`src/utf8s_pkg.sv`:
```
// ----------------------------------------------------------------------------
// utf8s_pkg
// Shared types and constants of the UTF-8 sanitizer.
// ----------------------------------------------------------------------------
package utf8s_pkg;

    localparam int unsigned GROUP_SIZE = 4;

    localparam logic [7:0] SPACE_BYTE    = 8'h20;
    localparam logic [7:0] ASCII_LIMIT   = 8'h80;
    localparam logic [7:0] LEAD2_LO      = 8'hC2;
    localparam logic [7:0] LEAD2_HI      = 8'hDF;
    localparam logic [7:0] LEAD3_LO      = 8'hE0;
    localparam logic [7:0] LEAD3_HI      = 8'hEF;
    localparam logic [7:0] LEAD4_LO      = 8'hF0;
    localparam logic [7:0] LEAD4_HI      = 8'hF4;
    localparam logic [7:0] CONT_MASK     = 8'hC0;
    localparam logic [7:0] CONT_PATTERN  = 8'h80;

    // One input byte expands into a group of one to four output bytes.
    typedef struct packed {
        logic [GROUP_SIZE-1:0][7:0] data;
        logic [1:0]                 last_idx;  // index of the final byte in the group
        logic                       last;      // group closes the string
    } group_t;

endpackage

```
`src/utf8s_decode.sv`:
```
// ----------------------------------------------------------------------------
// utf8s_decode
// Sequence tracker: holds a pending lead and its continuations, and turns
// each accepted byte that completes or breaks a sequence into a group of output bytes.
// ----------------------------------------------------------------------------
module utf8s_decode
    import utf8s_pkg::*;
(
    input  logic       clk,
    input  logic       rst_n,
    input  logic       accept,
    input  logic [7:0] in_byte,
    input  logic       in_last,
    output group_t     grp,
    output logic       grp_valid
);

    logic [7:0] held_lead_reg, held_lead_next;
    logic [7:0] held_cont_reg [3];
    logic [1:0] cont_seen_reg, cont_seen_next;
    logic [1:0] cont_needed_reg, cont_needed_next;
    logic       cont_we;

    logic [1:0] fresh_need;
    logic       fresh_emits;
    logic [7:0] fresh_val;
    logic       is_cont;
    logic [2:0] seen_inc;
    logic [2:0] count;

    always_comb
    begin
        fresh_need = 2'd0;
        if (in_byte >= LEAD2_LO && in_byte <= LEAD2_HI)
        begin
            fresh_need = 2'd1;
        end
        else if (in_byte >= LEAD3_LO && in_byte <= LEAD3_HI)
        begin
            fresh_need = 2'd2;
        end
        else if (in_byte >= LEAD4_LO && in_byte <= LEAD4_HI)
        begin
            fresh_need = 2'd3;
        end
    end

    assign fresh_emits = (in_byte < ASCII_LIMIT) || (fresh_need == 2'd0) || in_last;
    assign fresh_val   = (in_byte < ASCII_LIMIT) ? in_byte : SPACE_BYTE;
    assign is_cont     = (in_byte & CONT_MASK) == CONT_PATTERN;
    assign seen_inc    = {1'b0, cont_seen_reg} + 3'd1;

    always_comb
    begin
        grp.data         = {GROUP_SIZE{SPACE_BYTE}};
        count            = 3'd0;
        held_lead_next   = held_lead_reg;
        cont_seen_next   = cont_seen_reg;
        cont_needed_next = cont_needed_reg;
        cont_we          = 1'b0;

        if (cont_needed_reg != 2'd0)
        begin
            if (is_cont)
            begin
                cont_we = 1'b1;
                if (seen_inc >= {1'b0, cont_needed_reg})
                begin
                    // sequence complete: lead, buffered bytes, then this byte
                    grp.data[0]             = held_lead_reg;
                    grp.data[1]             = held_cont_reg[0];
                    grp.data[2]             = held_cont_reg[1];
                    grp.data[3]             = held_cont_reg[2];
                    grp.data[seen_inc[1:0]] = in_byte;
                    count                   = seen_inc + 3'd1;
                    cont_seen_next          = 2'd0;
                    cont_needed_next        = 2'd0;
                    held_lead_next          = 8'h00;
                end
                else if (in_last)
                begin
                    // string ends mid-sequence: all spaces
                    count            = seen_inc + 3'd1;
                    cont_seen_next   = 2'd0;
                    cont_needed_next = 2'd0;
                    held_lead_next   = 8'h00;
                end
                else
                begin
                    cont_seen_next = seen_inc[1:0];
                end
            end
            else
            begin
                // broken sequence: spaces, then judge this byte afresh
                count            = seen_inc;
                cont_seen_next   = 2'd0;
                cont_needed_next = 2'd0;
                held_lead_next   = 8'h00;
                if (fresh_emits)
                begin
                    grp.data[seen_inc[1:0]] = fresh_val;
                    count                   = seen_inc + 3'd1;
                end
                else
                begin
                    held_lead_next   = in_byte;
                    cont_needed_next = fresh_need;
                end
            end
        end
        else
        begin
            if (fresh_emits)
            begin
                grp.data[0] = fresh_val;
                count       = 3'd1;
            end
            else
            begin
                held_lead_next   = in_byte;
                cont_seen_next   = 2'd0;
                cont_needed_next = fresh_need;
            end
        end

        grp.last_idx = 2'(count - 3'd1);
        grp.last     = in_last;
        grp_valid    = count != 3'd0;
    end

    always_ff @(posedge clk or negedge rst_n)
    begin
        if (!rst_n)
        begin
            held_lead_reg   <= 8'h00;
            cont_seen_reg   <= 2'd0;
            cont_needed_reg <= 2'd0;
        end
        else if (accept)
        begin
            held_lead_reg   <= held_lead_next;
            cont_seen_reg   <= cont_seen_next;
            cont_needed_reg <= cont_needed_next;
        end
    end

    // continuation buffer: no reset, each entry written before it is read
    always_ff @(posedge clk)
    begin
        if (accept && cont_we && cont_seen_reg != 2'd3)
        begin
            held_cont_reg[cont_seen_reg] <= in_byte;
        end
    end

endmodule

```
`src/utf8s_serializer.sv`:
```
// ----------------------------------------------------------------------------
// utf8s_serializer
// Result register: holds one byte group and sends it one byte per transfer.
// ----------------------------------------------------------------------------
module utf8s_serializer
    import utf8s_pkg::*;
(
    input  logic       clk,
    input  logic       rst_n,
    input  logic       load,
    input  group_t     grp,
    output logic       free,
    output logic       m_valid,
    input  logic       m_ready,
    output logic [7:0] m_byte,
    output logic       m_last
);

    group_t     group_reg;
    logic       valid_reg;
    logic [1:0] idx_reg;
    logic       at_end;

    assign at_end  = idx_reg == group_reg.last_idx;
    assign free    = !valid_reg || (m_ready && at_end);
    assign m_valid = valid_reg;
    assign m_byte  = group_reg.data[idx_reg];
    assign m_last  = group_reg.last && at_end;

    always_ff @(posedge clk or negedge rst_n)
    begin
        if (!rst_n)
        begin
            valid_reg <= 1'b0;
            idx_reg   <= 2'd0;
        end
        else if (free)
        begin
            // take the next group, or go empty
            valid_reg <= load;
            idx_reg   <= 2'd0;
        end
        else if (m_ready)
        begin
            idx_reg <= idx_reg + 2'd1;
        end
    end

    always_ff @(posedge clk)
    begin
        if (free && load)
        begin
            group_reg <= grp;
        end
    end

endmodule

```
`src/utf8_sanitizer.sv`:
```
// ----------------------------------------------------------------------------
// utf8_sanitizer
// Streaming UTF-8 cleaner: passes valid sequences, replaces bad bytes by
// spaces.
// ----------------------------------------------------------------------------
// Usage:
//   s_axis carries one raw byte per transfer; s_axis_tlast marks the final
//   byte of a string. m_axis carries the cleaned bytes; m_axis_tlast marks
//   the final output byte of the string.
//   A byte that completes nothing (a lead or an inner continuation) produces
//   no output. A byte that completes or breaks a sequence produces a group
//   of one to four output bytes, which appear in the cycle after the input
//   transfer and leave at one byte per cycle while m_axis_tready is high.
//   Throughput: one input byte per cycle while groups are single bytes and
//   m_axis_tready is high; a longer group holds the output register until
//   its last byte leaves, and a new byte is taken in the cycle that byte leaves.
//   Reset clears the pending sequence and empties the output register.
//   While the receiver holds m_axis_tready low, the output byte holds and
//   s_axis_tready falls once the pending group cannot be replaced.
// ----------------------------------------------------------------------------
module utf8_sanitizer
    import utf8s_pkg::*;
(
    input  logic       clk,
    input  logic       rst_n,
    input  logic       s_axis_tvalid,
    output logic       s_axis_tready,
    input  logic [7:0] s_axis_tdata,   // [7:0] in_byte
    input  logic       s_axis_tlast,
    output logic       m_axis_tvalid,
    input  logic       m_axis_tready,
    output logic [7:0] m_axis_tdata,   // [7:0] out_byte
    output logic       m_axis_tlast
);

    group_t grp;
    logic   grp_valid;
    logic   free;
    logic   accept;

    assign s_axis_tready = free;
    assign accept        = s_axis_tvalid && free;

    utf8s_decode u_decode (
        .clk       (clk),
        .rst_n     (rst_n),
        .accept    (accept),
        .in_byte   (s_axis_tdata),
        .in_last   (s_axis_tlast),
        .grp       (grp),
        .grp_valid (grp_valid)
    );

    utf8s_serializer u_serializer (
        .clk     (clk),
        .rst_n   (rst_n),
        .load    (accept && grp_valid),
        .grp     (grp),
        .free    (free),
        .m_valid (m_axis_tvalid),
        .m_ready (m_axis_tready),
        .m_byte  (m_axis_tdata),
        .m_last  (m_axis_tlast)
    );

endmodule

```
`config.mk`:
```
export PLATFORM = sky130hd
export DESIGN_NAME = utf8_sanitizer
export DESIGN_NICKNAME = d
export VERILOG_FILES = /design/src/utf8s_pkg.sv /design/src/utf8s_decode.sv /design/src/utf8s_serializer.sv /design/src/utf8_sanitizer.sv
export SDC_FILE = /design/constraint.sdc
export NUM_CORES = 1
export LEC_CHECK = 0
export BUFFER_PORTS_ARGS = -buffer_cell sky130_fd_sc_hd__buf_4
export CORE_MARGIN = 3
export CORE_UTILIZATION = 55
export DETAILED_ROUTE_END_ITERATION = 8
export HOLD_SLACK_MARGIN = 0.08
export PLACE_DENSITY = 0.74
export SKIP_LAST_GASP = 1
export SLEW_MARGIN = 20
export SYNTH_ARGS = -nofsm -noshare
export SYNTH_HDL_FRONTEND = slang
export SYNTH_SLANG_ARGS = --single-unit
```
`constraint.sdc`:
```
create_clock -name clk -period 4.5 [get_ports clk]
set_input_delay 0.225 -clock clk [delete_from_list [all_inputs] [get_ports clk]]
set_output_delay 0.225 -clock clk [all_outputs]
set_load 0.02 [all_outputs]
```
==> impl_metrics.py, run 1 <==
metrics = {
    "hold_path": {
        "hold_path.class": "in -> reg",
        "hp-start": "s_axis_tlast",
    },
    "route": {
        "ant_nets": 0,
        "drt_iter0_markers": 236,
        "routedWlPerCell_um": 19.3,
        "routed_wl_mm": 6.94,
        "vias_per_cell": 6.07,
        "drt_first_pass_iters": 4,
        "vias": 2180,
        "drc": 0,
    },
    "finish": {
        "final_area_mm2": 0.00397,
        "syn_to_final_growth_pct": 11.0,
        "largest_register_ffs": 35,
        "final_core_util": 0.652,
        "nets": 300,
        "drive_above_1_share": 0.187,
        "antenna_cells": 0,
    },
    "power_and_ir_drop": {
        "p_int_mw": 1.39,
        "p_leak_nw": 1.42,
        "p_switching_uw": 657,
        "p_comb_frac": 0.280,
        "vdd_drop_max_uv": 409,
        "pwr-share-seq": 0.467,
        "p_clk_frac": 0.253,
        "p_total_mw": 2.05,
        "powerDensity_mw_per_mm2": 516,
        "switching_share": 0.320,
    },
    "synth": {
        "synth.top_cell.area_share": 0.495,
        "synth_flop_cell": "edfxtp_1",
        "synth-warning-count": 0,
        "synth_area_leaders": "edfxtp_1 (49%), dfrtp_1 (10%), mux4_1 (5.1%), a32oi_1 (3.7%), nor2_1 (3.3%)",
        "ys_async_sr_fraction": 0.203,
        "synth_area_mm2": 0.00358,
        "syn_nets": 280,
        "synth_edf_count": 59,
        "yosysMostFrequentCell": "edfxtp_1",
        "ys_ff_latch": 74,
        "ys_seq_area_frac": 0.600,
        "synth_top_area_cell": "edfxtp_1",
        "postSynthCellCount": 259,
        "avgSynthCellArea_um2": 13.8,
        "ys_types": 50,
        "synth_common_cells": "edfxtp_1 (59), nor2_1 (31), a32oi_1 (15), dfrtp_1 (15), nand2_1 (15)",
    },
    "cts": {
        "cts.clk_slew.worst_paths_ps": 80,
        "worst_skew_pair.late_latency_ps": 340,
        "postCtsSetupBuffers": 0,
        "cts_max_level": 3,
        "cts_tree": "built",
        "cts_root_buf": "clkbuf_8",
        "cts_sinks": 74,
        "numCtsBuffers": 9,
        "clk_path_buf_depth": 2,
    },
    "placement": {
        "post-dp-hpwl_mm": 4.99,
        "post-place-ws_ps": 1190,
        "gp_congestion": 0.833,
        "port_buffers": 23,
        "place_area_mm2": 0.00376,
    },
    "status": {
        "outcome": "completed",
    },
    "critical_path": {
        "required_ps": 4470,
        "start_kind": "flop",
        "max_stage_delay_ps": 810,
        "path_cells": "inv_1 > fa_1 > o31a_1 > o21ai_0 > nor2b_1 > a31oi_1 > ha_1 > a21oi_4",
        "reg2reg_from": "u_decode.cont_seen_reg[0]",
        "crit_fanout": 35,
        "crit_path_end_kind": "flop",
        "crit_start": "u_decode.cont_seen_reg[0]",
        "cp_slowest_cell": "a21oi_4",
        "worstSetupPathType": "reg -> reg",
        "crit_arrival_ps": 3280,
    },
    "grt": {
        "grt_pass1_wl_mm": 11.2,
        "overflow": 0,
        "antenna_found_initial": 0,
        "grt_max_degree": 36,
        "grt_pass1_vias": 2088,
        "track_usage": 0.202,
    },
    "floorplan": {
        "core_area_mm2": 0.00610,
        "io_pins": 24,
        "row_count": 28,
        "fp.dieH_um": 86.7,
        "die_area_mm2": 0.00751,
        "initial_core_util": 0.587,
        "dieWidth_um": 86.7,
    },
    "sta": {
        "tightest_slew_ps": 1030,
        "setup_viol_count_final": 0,
        "fin_skew_ps": 6.88,
        "fin_crit_sh": 0.736,
        "finalSetupTns_ps": 0,
        "post-route-min-period_ps": 3310,
        "slew_viol_final": 0,
        "fmax_ghz": 0.302,
        "slew_headroom": 0.313,
        "layout_setup_ws_ps": 1190,
        "hold_viol": 0,
        "rsz0062_at_grt": "no",
    },
    "flow_run": {
        "drv_cap": 0,
    },
}
==> stage by stage <==
step,hold slack [ps],instances
final,105,359
after global placement,93.6,342
after CTS,90.5,359
after floorplan,-70.6,259
after detailed placement,96.7,342
after global routing,83.4,359
==> worst paths after layout <==
check / slack [ps] / endpoint / depth (start not counted)
setup / recovery: 1190 / u_serializer.group_reg[6] / 8
hold reg to reg: 500 / u_decode.held_lead_reg[5] / 1
hold / removal: 110 / u_serializer.group_reg[0] / 1
max in group asynchronous: 4050 / u_decode.held_lead_reg[7] / 2
min in group asynchronous: 270 / u_decode.held_lead_reg[5] / 2
setup reg to reg: 1190 / u_serializer.group_reg[6] / 8
==> final cells by class <==
| type | count | area, um2 |
|---|---|---|
| inverters | 10 | 37.5 |
| flip-flops and latches | 74 | 2150 |
| clock inverters | 7 | 77.6 |
| repair buffers | 25 | 190 |
| well taps | 75 | 93.8 |
| multi-input cells | 159 | 1300 |
| clock buffers | 9 | 124 |
| fillers | 442 | 2120 |
==> layout by cell type, fill, tap and decap left out, types with 2 or more instances in the layout <==
cell type,Yosys,final
edfxtp_1,59,59
nor2_1,31,31
buf_4,1,24
nand2_1,15,15
a32oi_1,15,15
dfrtp_1,15,15
a22o_1,12,12
inv_1,10,10
clkbuf_8,0,9
a21oi_1,8,7
mux4_1,7,7
ha_1,7,7
nor3_1,6,6
mux2i_1,5,5
nand3b_1,4,4
and2_1,4,4
nor2b_1,4,4
o21ai_0,4,4
a32o_1,3,3
a31oi_1,2,2
xor2_1,2,2
nor4_2,2,2
nor3b_1,2,2
a2bb2oi_1,2,2
clkinv_4,0,2
clkinv_2,0,2
==> critical path, delay by kind of cell (launching register included) <==
family                     cells  cell delay, ps
AOI/OAI and AO/OA              4            1380
adders and majority gates      2             800
DFF                            1             440
buffers and inverters          1             170
and+or+nand+nor                1             140
==> power by group through the flow <==
| stage | logic [mW] | clock network (mW) | registers [mW] |
|---|---|---|---|
| after floorplan | 0.436 | 0 | 0.932 |
| after detailed placement | 0.575 | 0 | 0.975 |
| final | 0.574 | 0.518 | 0.958 |
| after global routing | 0.622 | 0.561 | 0.973 |
| after CTS | 0.576 | 0.526 | 0.961 |
| after global placement | 0.565 | 0 | 0.969 |
==> repair_timing <==
action | 4_1_cts | 5_1_grt
hold buffers | 1 | 0
gates resized for setup | 0 | 0
endpoints found under the hold margin | 15 | 0
==> per-layer routing <==
metal / part of all wire / GRT usage / vias up
met2: 0.45 / 0.291 / 76
met1: 0.48 / 0.303 / 1051
met3: 0.058 / 0.0399 / 9
met4: 0.014 / 0.0779 / 0
met5: 0 / 0 / -
li1: - / - / 1044
==> cell families after synthesis <==
kind of cell,Yosys count,share of synthesized area
AOI/OAI and AO/OA,58,0.135
xor gates and xnor gates,4,0.0150
adders and majority gates,8,0.0301
buffers and inverters,26,0.0395
DFF,74,0.600
muxes,14,0.0758
and+or+nand+nor,75,0.105
No activity file was read; power rests on OpenSTA's default activity.
==> inputs of run 2 (changes only) <==
--- a/config.mk
+++ b/config.mk
@@ -7,10 +7,10 @@
 export LEC_CHECK = 0
 export BUFFER_PORTS_ARGS = -buffer_cell sky130_fd_sc_hd__buf_4
 export CORE_MARGIN = 3
-export CORE_UTILIZATION = 55
+export CORE_UTILIZATION = 54
 export DETAILED_ROUTE_END_ITERATION = 8
 export HOLD_SLACK_MARGIN = 0.08
-export PLACE_DENSITY = 0.74
+export PLACE_DENSITY = 0.75
 export SKIP_LAST_GASP = 1
 export SLEW_MARGIN = 20
 export SYNTH_ARGS = -nofsm -noshare
==> constraint.sdc (replaced) <==
create_clock -name clk -period 2.65 [get_ports clk]
set_input_delay 0.1325 -clock clk [delete_from_list [all_inputs] [get_ports clk]]
set_output_delay 0.1325 -clock clk [all_outputs]
set_load 0.02 [all_outputs]
==> run 2 against run 1 <==
Effect of this change: clock skew is 3.3 ps higher; power is 82% higher; critical path depth increased by 2; sequential share of layout area decreased by 4.2 points; cell count rose by 8.6%; via count rose by 5.6%; hold slack got worse by 3.2 ps; core utilization is 2.2 points higher; global-route usage down 0.18 points.
==> impl_metrics.py, run 2 (synthesis results as in run 1) <==
metrics = {
    "power_and_ir_drop": {
        "p_leak_nw": 1.59,
        "powerDensity_mw_per_mm2": 864,
        "p_clk_frac": 0.254,
        "p_comb_frac": 0.322,
        "p_switching_mw": 1.13,
        "vdd_drop_max_uv": 559,
        "switching_share": 0.304,
        "p_int_mw": 2.59,
        "pwr-share-seq": 0.424,
    },
    "route": {
        "vias_per_cell": 5.90,
        "drt_iter0_markers": 171,
        "ant_nets": 0,
        "routedWlPerCell_um": 18.9,
        "drc": 0,
        "routed_wl_mm": 7.37,
        "vias": 2302,
        "drt_first_pass_iters": 4,
    },
    "sta": {
        "hold_viol": 0,
        "tightest_slew_ps": 475,
        "setup_viol_count_final": 0,
        "fmax_ghz": 0.387,
        "post-route-min-period_ps": 2580,
        "fin_skew_ps": 10.2,
        "fin_crit_sh": 0.975,
        "slew_headroom": 0.684,
        "finalSetupTns_ps": 0,
        "slew_viol_final": 0,
    },
    "critical_path": {
        "crit_fanout": 9,
        "crit_arrival_ps": 2630,
        "start_kind": "flop",
        "crit_path_end_kind": "flop",
        "required_ps": 2700,
        "worstSetupPathType": "reg -> reg",
    },
    "cts": {
        "worst_skew_pair.late_latency_ps": 330,
        "cts_max_level": 3,
        "cts.clk_slew.worst_paths_ps": 80,
        "cts_sinks": 74,
        "clk_path_buf_depth": 2,
        "numCtsBuffers": 9,
        "cts_root_buf": "clkbuf_8",
        "cts_tree": "built",
    },
    "finish": {
        "antenna_cells": 0,
        "final_area_mm2": 0.00431,
        "layout_commonest_cell": "edfxtp_1",
        "drive_above_1_share": 0.246,
        "largest_register_ffs": 35,
        "syn_to_final_growth_pct": 20.3,
        "mostFrequentLayoutCells": "edfxtp_1 (59), buf_4 (40), nor2_1 (31)",
        "nets": 329,
    },
    "floorplan": {
        "dieWidth_um": 87.4,
        "fp.dieH_um": 87.4,
        "die_area_mm2": 0.00764,
        "initial_core_util": 0.561,
        "io_pins": 24,
        "row_count": 29,
        "core_area_mm2": 0.00639,
    },
    "grt": {
        "track_usage": 0.200,
        "grt_pass1_vias": 2119,
        "grt_max_degree": 36,
        "overflow": 0,
        "grt_pass1_wl_mm": 11.5,
        "antenna_found_initial": 0,
    },
    "placement": {
        "gp_congestion": 0.900,
        "port_buffers": 23,
        "place_area_mm2": 0.00389,
        "post-dp-hpwl_mm": 5.11,
    },
    "hold_path": {
        "hold_path.class": "in -> reg",
    },
    "flow_run": {
        "drv_cap": 0,
    },
    "status": {
        "outcome": "completed",
    },
}
-- run 2: cell types whose count changed in the layout (fill, tap and decap cells not counted), sizes merged, moves of 2 or more --
cell and delta:
dlygate4sd3 +8, buf +19, clkbuf +3, clkinv -2
-- run 2: cell type report --
| type | count | area, um2 |
|---|---|---|
| Fill cell | 459 | 2080 |
| Clock buffer | 10 | 128 |
| Sequential cell | 74 | 2150 |
| Multi-Input combinational cell | 159 | 1320 |
| Clock inverter | 6 | 88.8 |
| Inverter | 10 | 37.5 |
| Timing Repair Buffer | 54 | 492 |
| Tap cell | 77 | 96.3 |
-- run 2: worst paths after layout --
kind / start / end / slack [ps] / cells past startpoint
setup / recovery: u_decode.cont_seen_reg[1] / u_serializer.group_reg[13] / 70 / 10
hold / removal: s_axis_tdata[3] / u_decode.held_cont_reg[1][3] / 100 / 1
setup reg to reg: u_decode.cont_seen_reg[1] / u_serializer.group_reg[13] / 70 / 10
hold reg to reg: u_decode.held_lead_reg[5] / u_decode.held_lead_reg[5] / 500 / 1
max in group asynchronous: rst_n / u_decode.held_lead_reg[5] / 2270 / 2
min in group asynchronous: rst_n / u_decode.cont_needed_reg[0] / 190 / 2
-- run 2: power groups by stage --
stage | sequential [mW] | combinational, mW | clock [mW]
finish | 1.58 | 1.20 | 0.944
global route | 1.59 | 1.29 | 1.02
CTS | 1.58 | 1.11 | 0.953
detailed placement | 1.60 | 1.10 | 0
global placement | 1.59 | 1.07 | 0
floorplan | 1.58 | 0.755 | 0
-- run 2: critical path, stage by stage, from the launching register on --
cell	delay, ps
dfrtp_1	390
inv_2	90
fa_1	430
o31a_1	360
o21ai_1	140
nor2b_1	150
a31oi_1	70
ha_2	230
a21oi_4	140
buf_12	140
clkbuf_16	150
-- run 2: metal layers --
metal | GRT usage | part of all wire
met1 | 0.313 | 0.47
met2 | 0.279 | 0.46
met3 | 0.0350 | 0.055
met4 | 0.0711 | 0.014
met5 | 0 | 0
-- run 2: through the flow --
| stage | util | instances | total power, mW | setup slack (ps) | hold WS (ps) |
|---|---|---|---|---|---|
| after detailed placement | 0.609 | 359 | 2.70 | 42.8 | 5.32 |
| after global routing | 0.674 | 390 | 3.90 | -23.9 | 91.4 |
| after CTS | 0.657 | 384 | 3.64 | 26.2 | 81.2 |
| after floorplan | - | 259 | 2.33 | -241 | -163 |
| after global placement | 0.609 | 359 | 2.66 | 115 | -0.120 |
| final | 0.674 | 390 | 3.72 | 65.6 | 102 |
-- run 2: timing repair --
action,CTS,global route
buffers inserted,0,3
hold buffers,9,0
resized for setup,0,3
setup endpoints to repair,0,35
hold endpoints to repair,35,0
==> inputs of run 3 (changes only) <==
--- a/config.mk
+++ b/config.mk
@@ -7,12 +7,13 @@
 export LEC_CHECK = 0
 export BUFFER_PORTS_ARGS = -buffer_cell sky130_fd_sc_hd__buf_4
 export CORE_MARGIN = 3
-export CORE_UTILIZATION = 54
+export CORE_UTILIZATION = 55
 export DETAILED_ROUTE_END_ITERATION = 8
 export HOLD_SLACK_MARGIN = 0.08
-export PLACE_DENSITY = 0.75
+export PLACE_DENSITY = 0.73
 export SKIP_LAST_GASP = 1
 export SLEW_MARGIN = 20
 export SYNTH_ARGS = -nofsm -noshare
 export SYNTH_HDL_FRONTEND = slang
+export SYNTH_HIERARCHICAL = 1
 export SYNTH_SLANG_ARGS = --single-unit
==> constraint.sdc (replaced) <==
create_clock -name clk -period 2.6 [get_ports clk]
set_input_delay 0.26 -clock clk [delete_from_list [all_inputs] [get_ports clk]]
set_output_delay 0.26 -clock clk [all_outputs]
set_load 0.02 [all_outputs]
==> run 3 against run 2 <==
Effect of this change: die area rose by 0.95%; largest cell class unchanged; hold slack improved by 63 ps; sequential cell count did not move; highest routed layer unchanged.
==> impl_metrics.py, run 3 <==
metrics = {
    "sta": {
        "slew_viol_final": 0,
        "slew_headroom": 0.727,
        "hold_viol": 0,
        "fin_skew_ps": 10.3,
        "finalSetupTns_ps": 0,
        "post-route-min-period_ps": 2580,
        "fmax_ghz": 0.387,
        "setup_viol_count_final": 0,
        "tightest_slew_ps": 409,
        "fin_crit_sh": 0.993,
        "rsz0062_at_grt": "yes",
    },
    "synth": {
        "avgSynthCellArea_um2": 13.8,
        "synth_top_area_cell": "edfxtp_1",
        "synth_edf_count": 59,
        "synth_flop_cell": "edfxtp_1",
        "synth_area_mm2": 0.00368,
        "synth_common_cells": "edfxtp_1 (59), nand2_1 (16), dfrtp_1 (15)",
        "ys_seq_area_frac": 0.583,
        "synth-warning-count": 6,
        "postSynthCellCount": 267,
        "ys_async_sr_fraction": 0.203,
        "synth.top_cell.area_share": 0.481,
        "syn_nets": 288,
        "ys_ff_latch": 74,
        "ys_types": 54,
        "yosysMostFrequentCell": "edfxtp_1",
        "synth_area_leaders": "edfxtp_1 (48%), dfrtp_1 (10%), mux4_2 (3.1%), nor2_4 (3.1%), a22o_1 (2.9%)",
    },
    "critical_path": {
        "worstSetupPathType": "reg -> reg",
        "crit_path_end_kind": "flop",
        "start_kind": "flop",
        "required_ps": 2660,
        "reg2reg_from": "u_decode/cont_seen_reg[1]",
        "crit_start": "u_decode/cont_seen_reg[1]",
        "crit_arrival_ps": 2640,
        "crit_fanout": 8,
    },
    "cts": {
        "clk_path_buf_depth": 2,
        "cts_tree": "built",
        "cts.clk_slew.worst_paths_ps": 80,
        "worst_skew_pair.late_latency_ps": 340,
        "cts_root_buf": "clkbuf_8",
        "numCtsBuffers": 9,
        "cts_sinks": 74,
        "cts_max_level": 3,
        "postCtsSetupBuffers": 0,
    },
    "grt": {
        "grt_pass1_wl_mm": 12.5,
        "grt_pass1_vias": 2323,
        "grt_max_degree": 19,
        "track_usage": 0.221,
        "overflow": 0,
        "antenna_found_initial": 0,
    },
    "power_and_ir_drop": {
        "powerDensity_mw_per_mm2": 892,
        "switching_share": 0.342,
        "p_switching_mw": 1.35,
        "p_comb_frac": 0.377,
        "pwr-share-seq": 0.396,
        "vdd_drop_max_uv": 383,
        "p_int_mw": 2.60,
        "p_leak_nw": 1.60,
        "p_clk_frac": 0.228,
        "p_total_mw": 3.94,
    },
    "flow_run": {
        "drv_cap": 0,
    },
    "placement": {
        "port_buffers": 23,
        "gp_congestion": 0.924,
        "post-dp-hpwl_mm": 5.60,
    },
    "finish": {
        "layout_commonest_cell": "edfxtp_1",
        "fillers": 464,
        "syn_to_final_growth_pct": 20.0,
        "drive_above_1_share": 0.345,
        "antenna_cells": 0,
        "largest_register_ffs": 35,
        "mostFrequentLayoutCells": "edfxtp_1 (59), buf_4 (58), nand2_1 (16)",
        "final_core_util": 0.688,
        "nets": 349,
    },
    "floorplan": {
        "io_pins": 24,
        "row_count": 29,
        "fp.dieH_um": 87.8,
        "dieWidth_um": 87.8,
        "initial_core_util": 0.574,
        "core_area_mm2": 0.00642,
        "die_area_mm2": 0.00771,
    },
    "route": {
        "ant_nets": 0,
        "drt_iter0_markers": 273,
        "vias_per_cell": 6.02,
        "drc": 0,
        "routed_wl_mm": 7.91,
        "vias": 2469,
        "routedWlPerCell_um": 19.3,
        "drt_first_pass_iters": 5,
    },
    "hold_path": {
        "hold_path.class": "in -> reg",
        "hp-start": "s_axis_tlast",
    },
    "status": {
        "outcome": "completed",
    },
}
run 3: changes by cell type after synthesis, sizes merged, moves of 3 or more:
cell	delta
nor2	-9
nand3	+5
a32oi	-4
and2	+3
nand3b	+4
run 3: worst paths after layout:
check,endpoint,slack (ps),cells after the start
max,u_serializer/group_reg[31],20,9
min,u_serializer/group_reg[0],160,1
max reg2reg,u_serializer/group_reg[31],20,9
min reg2reg,u_decode/held_lead_reg[4],510,1
max in group asynchronous,u_decode/cont_needed_reg[1],2100,2
min in group asynchronous,u_decode/cont_needed_reg[0],310,2
run 3: worst max-delay path, cell delays in order, from the launching register on:
cell	delay (ps)
dfrtp_1	390
inv_2	70
fa_2	470
o311ai_4	290
nand2_1	110
a211o_1	240
ha_2	170
o21ai_1	70
and3_4	260
and2_4	220
run 3: cell type report:
class,instances,area [um2],area share
well taps,77,96.3,0.0218
clock buffers,9,124,0.0280
clock inverters,7,75.1,0.0170
flip-flops and latches,74,2150,0.486
multi-input cells,174,1480,0.334
inverters,9,33.8,0.00764
repair buffers,60,465,0.105
run 3: metrics by stage:
| stage | cell area, um2 | hold WS [ps] | setup slack, ps | std cells |
|---|---|---|---|---|
| floorplan | 3700 | -35.6 | -158 | 267 |
| global placement | 4150 | 132 | -130 | 387 |
| detailed placement | 4150 | 133 | -210 | 387 |
| CTS | 4400 | 150 | 5.78 | 409 |
| global route | 4420 | 172 | -78.0 | 410 |
| finish | 4420 | 165 | 17.4 | 410 |
run 3: logic make-up after synthesis:
group                      share of synthesized area
and+or+nand+nor                                0.143
DFF                                            0.583
AOI/OAI and AO/OA                              0.127
buffers and inverters                         0.0384
muxes                                         0.0659
adders and majority gates                     0.0292
xor gates and xnor gates                      0.0139
run 3: what timing repair did:
| item | in CTS | in global routing |
|---|---|---|
| pin swaps | 3 | 1 |
| cloned | 5 | 1 |
| hold buffers | 1 | 0 |
| endpoints found under the hold margin | 15 | 0 |
| gates resized for setup | 6 | 4 |
| setup endpoints to repair | 35 | 35 |
run 3: power groups by stage:
stage	Clock, mW	Combinational (mW)	Sequential [mW]
4_1_cts	0.910	1.47	1.56
6_report	0.898	1.48	1.56
2_1_floorplan	0	0.932	1.57
3_3_place_gp	0	1.37	1.58
3_5_place_dp	0	1.40	1.58
5_1_grt	0.965	1.59	1.58
run 3: layer usage:
metal / track usage / wire length [um]
met5: 0 / 0
met4: 0.0767 / 116
met3: 0.0423 / 459
met2: 0.316 / 3550
met1: 0.337 / 3790
